### src/thac_root.sv
// Pipelined digit-by-digit integer square root, one result bit per stage.
module thac_root #(
	parameter int RW    = 32,
	parameter int LANES = 1,
	parameter int TAG_W = 1
) (
	input  logic                           clk,
	input  logic                           arst_n,
	input  logic                           in_valid,
	input  logic [LANES-1:0][2*RW-1:0]     radicand,
	input  logic [TAG_W-1:0]               in_tag,
	output logic                           out_valid,
	output logic [LANES-1:0][RW-1:0]       root,
	output logic [TAG_W-1:0]               out_tag
);

	logic                         vld_s [RW];
	logic [LANES-1:0][2*RW-1:0]   rad_s [RW];
	logic [LANES-1:0][RW+1:0]     rem_s [RW];
	logic [LANES-1:0][RW-1:0]     res_s [RW];
	logic [TAG_W-1:0]             tag_s [RW];

	for (genvar k = 0; k < RW; k++) begin : g_stage
		logic                       vld_in;
		logic [LANES-1:0][2*RW-1:0] rad_in;
		logic [LANES-1:0][RW+1:0]   rem_in;
		logic [LANES-1:0][RW-1:0]   res_in;
		logic [TAG_W-1:0]           tag_in;
		logic [LANES-1:0][RW+1:0]   rem_nx;
		logic [LANES-1:0][RW-1:0]   res_nx;

		if (k == 0) begin : g_first
			assign vld_in = in_valid;
			assign rad_in = radicand;
			assign rem_in = '0;
			assign res_in = '0;
			assign tag_in = in_tag;
		end else begin : g_next
			assign vld_in = vld_s[k-1];
			assign rad_in = rad_s[k-1];
			assign rem_in = rem_s[k-1];
			assign res_in = res_s[k-1];
			assign tag_in = tag_s[k-1];
		end

		// bring down the next bit pair and try (root << 2) | 1
		always_comb begin
			logic [RW+3:0] remx;
			logic [RW+3:0] trial;
			logic [RW+3:0] diff;
			for (int l = 0; l < LANES; l++) begin
				remx  = {rem_in[l], rad_in[l][2*(RW-1-k)+1 -: 2]};
				trial = {2'b00, res_in[l], 2'b01};
				diff  = remx - trial;
				if (remx >= trial) begin
					rem_nx[l] = diff[RW+1:0];
					res_nx[l] = {res_in[l][RW-2:0], 1'b1};
				end else begin
					rem_nx[l] = remx[RW+1:0];
					res_nx[l] = {res_in[l][RW-2:0], 1'b0};
				end
			end
		end

		always_ff @(posedge clk or negedge arst_n) begin
			if (!arst_n) begin
				vld_s[k] <= 1'b0;
			end else begin
				vld_s[k] <= vld_in;
			end
		end

		always_ff @(posedge clk) begin
			rad_s[k] <= rad_in;
			rem_s[k] <= rem_nx;
			res_s[k] <= res_nx;
			tag_s[k] <= tag_in;
		end
	end

	assign out_valid = vld_s[RW-1];
	assign root      = res_s[RW-1];
	assign out_tag   = tag_s[RW-1];

endmodule

### config.mk
export PLATFORM = sky130hd
export DESIGN_NAME = thac_root
export DESIGN_NICKNAME = d
export VERILOG_FILES = /design/src/thac_root.sv
export SDC_FILE = /design/constraint.sdc
export NUM_CORES = 2
export LEC_CHECK = 0
export ABC_CLOCK_PERIOD_IN_PS = 3100
export BUFFER_PORTS_ARGS = -buffer_cell sky130_fd_sc_hd__buf_2
export CORE_UTILIZATION = 56
export DETAILED_ROUTE_END_ITERATION = 8
export PLACE_DENSITY_LB_ADDON = 0.1
export SYNTH_ARGS = -nofsm -noshare
export SYNTH_HDL_FRONTEND = slang
export SYNTH_MEMORY_MAX_BITS = 65536
export SYNTH_SLANG_ARGS = --single-unit
export TNS_END_PERCENT = 1
### constraint.sdc
create_clock -name clk -period 3.1 [get_ports clk]
set_clock_uncertainty 0.15 [all_clocks]
set_input_delay 0.62 -clock clk [delete_from_list [all_inputs] [get_ports clk]]
set_output_delay 0.62 -clock clk [all_outputs]
set_load 0.02 [all_outputs]
==> results.md <==
- Status: finished, violations left
- Failing checks: setup timing
- Ys async rst share: 0.0124
- CTS H-tree depth: 4
- Hold Crit Class: flop to flop
- Chip width: 411 um
- Most repeated library cell on the critical path: buf_4
- Internal cell power: roughly 64 mW
- Setup TNS: -0.0126 ns
- Seq cells post-synth: between 2000 and 3000
- Root Buffer: clkbuf_16
- Core Area: 166000 um^2
- Final slew viol count: 0
- FMAX: approximately 320 MHz
- Top_reg_cell synth: dfxtp_1
- Commonest cells after routing, fill and taps aside: dfxtp_1, inv_1, buf_4, nand2_1, a21oi_1
- Drt wl/cell: 16.8 um
- DRC viols: 0
- Crit path time final: 3.11 ns
- Share of cells above drive strength 1: 0.154
- Yosys cell types: 102
- Hold depth: 0
- Placed Instance Area: 102000 um^2
- Final ANT Viol Nets: 0
- Setup-failing EPs final: 1
- DP Wirelength: 157 mm
- Fin area: 112000 um^2
- Vias: about 66000
- Global-route wire length before repair: ~330 mm
- VDD IR-drop max: 0.632 mV
- Initial Util: 0.566
- Post-synth net total: 9772
- Worst path required time: approximately 3.8 ns
- Post-DR vias/cell: between 5 and 6
- Clk sinks: around 2600
- Rel. slew slack: 0.539
- Slew @ Worst Pin: 0.686 ns
- Clock transition at path regs: 0.07 ns
- Max cap viols: 0
- Worst Hold Slack: 0.165 ns
- Sequential share of power: 0.480
- Vias in the first global route: 65100
- Synth warn: 0
- Worst Setup Path Type: flop to flop
- Net Sw Frac: 0.283
- Total power: 89.1 mW
- Net Sw Power: 25.2 mW
- CTS tree: yes
- Gate Count Post-Synth: 9142
- Reg2Reg Depth: 13
- Crit share post-route: 1.00
- Antenna violations before repair: 4
- Pin count of the biggest net entering global routing: 52
- Max Buffers Root-to-Sink: 3
- Later-pin clock latency in the skew report: 0.89 ns
- Final nets: between 10000 and 15000
- Leakage power: 52.8 nW
- Comb pwr share: 0.175
- GRT Overall Usage: 0.241
- Startpoint Class: flop
- Fillcell total: 12900
- Final Hold Viols: 0
- Worst path max stage delay: 0.53 ns
- Syn Std Cell Area: around 94000 um^2
- Die Ht: 411 um
- RSZ-0062 raised after global routing: yes
- Synthesis-to-finish area growth: 19.5%
- DRT Pass-1 Iters: 6
- Setup crit end kind: flop
- Port Buffers: 101
- Crit path DAT: 3.78 ns
- Crit-path cells: inv_1, ha_1, and2_1, nand3_1, or4_4, o41ai_2, buf_4, nor2_1, o31a_1, buf_4, a211o_1, nor4_4, xor2_1
- Number of buffers created by CTS: 239
- Placement Rows: 149
- Crit-path slowest cell: or4_4
- CP Max Fanout: 4
- Clock power share: 0.345
- Die footprint: approximately 170000 um^2
- Setup WS post-layout: -0.0126 ns
- Grt ovf: 0
- Initial DRC count: 4027
- Final wirelength: 208 mm
- Seq/Total Area, Yosys: 0.554
- RePlAce Congestion: 0.927
- Syn Area/Cell: between 10 and 15 um^2
- Commonest non-fill, non-tap cell in the layout: dfxtp_1
- Power Density: 795 nW/um^2
- I/O pin count: 102
- Post-synth EDFFs: 0
- ANT cells: 0
## power groups by stage
stage	Combinational, mW	Sequential (mW)	Clock (mW)
6_report	15.6	42.8	30.7
5_1_grt	17.3	43.4	32.8
4_1_cts	15.2	42.7	31.4
3_5_place_dp	15.0	43.4	0
3_3_place_gp	14.7	43.4	0
2_1_floorplan	10.7	41.9	0
## path summary, 6_finish.rpt
kind / startpoint / to / slack [ns]
max: res_s[1][239] / rem_s[24][32] / -0.01
min: rad_s[0][276] / rad_s[0][340] / 0.17
max reg2reg: res_s[1][239] / rem_s[24][32] / -0.01
min reg2reg: rad_s[0][276] / rad_s[0][340] / 0.17
max in group asynchronous: arst_n / g_stage[26].vld_in / 2.18
min in group asynchronous: arst_n / g_stage[2].vld_in / 0.18
## routing by layer
metal	wire length (um)	up-vias	share of wire	GRT usage
met5	0	-	0	0
met3	7910	436	0.038	0.0336
met1	90700	30800	0.44	0.296
met2	103000	1308	0.49	0.429
li1	-	33100	-	-
met4	6820	0	0.033	0.0878
## critical path, delay by kind of cell (launching register included)
family,cells,cell delay [ns]
fa+ha+maj,1,0.27
flops,1,0.34
buf+inv,3,0.36
simple gates,5,0.98
compound gates,3,0.80
xor+xnor,1,0.15
## state kept, by name (all words and copies together) (netlist names)
signal and cells:
tag_s 32, res_s 528, rad_s 992, rem_s 1003
g_stage.vld_in 31, out_valid 1
## per-stage QoR
stage               cells   util  setup WS, ns
global placement    11900  0.612        -0.245
detailed placement  11900  0.612        -0.221
floorplan            9142      -        0.0332
CTS                 12400  0.669       -0.0432
global route        12400  0.676        -0.157
finish              12400  0.676       -0.0126
## area by class of cell
cell class	instances	area, um^2	area share
flip-flops and latches	2587	52000	0.464
multi-input cells	5665	39700	0.354
clock buffers	312	6710	0.0598
repair buffers	829	6450	0.0575
well taps	2189	2740	0.0244
inverters	707	2660	0.0237
clock inverters	137	1840	0.0164
## cells in the mapped netlist (25+ instances only)
| master | n | area [um^2] |
|---|---|---|
| nor4_1 | 116 | 726 |
| nor3_1 | 216 | 1080 |
| nand3b_1 | 35 | 263 |
| xor2_1 | 415 | 3630 |
| nor2_1 | 549 | 2060 |
| dfxtp_1 | 2555 | 51100 |
| and2_1 | 36 | 225 |
| o21ai_0 | 477 | 2390 |
| or4_1 | 49 | 368 |
| nand2b_1 | 106 | 663 |
| a31oi_1 | 45 | 282 |
| o31ai_1 | 46 | 345 |
| nand2_1 | 620 | 2330 |
| or2_2 | 37 | 231 |
| a21oi_1 | 589 | 2950 |
| and3_1 | 55 | 344 |
| a211oi_1 | 58 | 435 |
| nand3_1 | 145 | 726 |
| o21bai_1 | 37 | 278 |
| nand4_1 | 97 | 607 |
| a21boi_0 | 25 | 188 |
| o21a_1 | 70 | 526 |
| xnor2_1 | 439 | 3840 |
| ha_1 | 562 | 7030 |
| a211o_1 | 29 | 254 |
| clkbuf_1 | 143 | 537 |
| inv_1 | 703 | 2640 |
| nor2b_1 | 83 | 519 |
| o211ai_1 | 34 | 255 |
| dfrtp_1 | 32 | 801 |
| a21o_1 | 227 | 1700 |
| mux2_2 | 76 | 856 |
| or3_1 | 81 | 507 |
## repair_timing
item,4_1_cts,5_1_grt
hold endpoints to repair,99,0
setup endpoints to repair,133,499
gates resized for setup,53,241
pin swaps,10,41
hold buffers,68,0
cloned,0,3
buffers inserted,1,7
## cells by family after synthesis
group / count (synthesis) / synth area share
AO/OA/AOI/OAI: 1834 / 0.121
XOR/XNOR: 855 / 0.0799
adder cells (fa/ha/maj): 562 / 0.0749
buffers and inverters: 890 / 0.0362
flip-flops: 2587 / 0.554
multiplexers: 89 / 0.0105
other: 1 / 0.0000400
AND/OR/NAND/NOR: 2324 / 0.124
(Power assumes the default switching activity.)
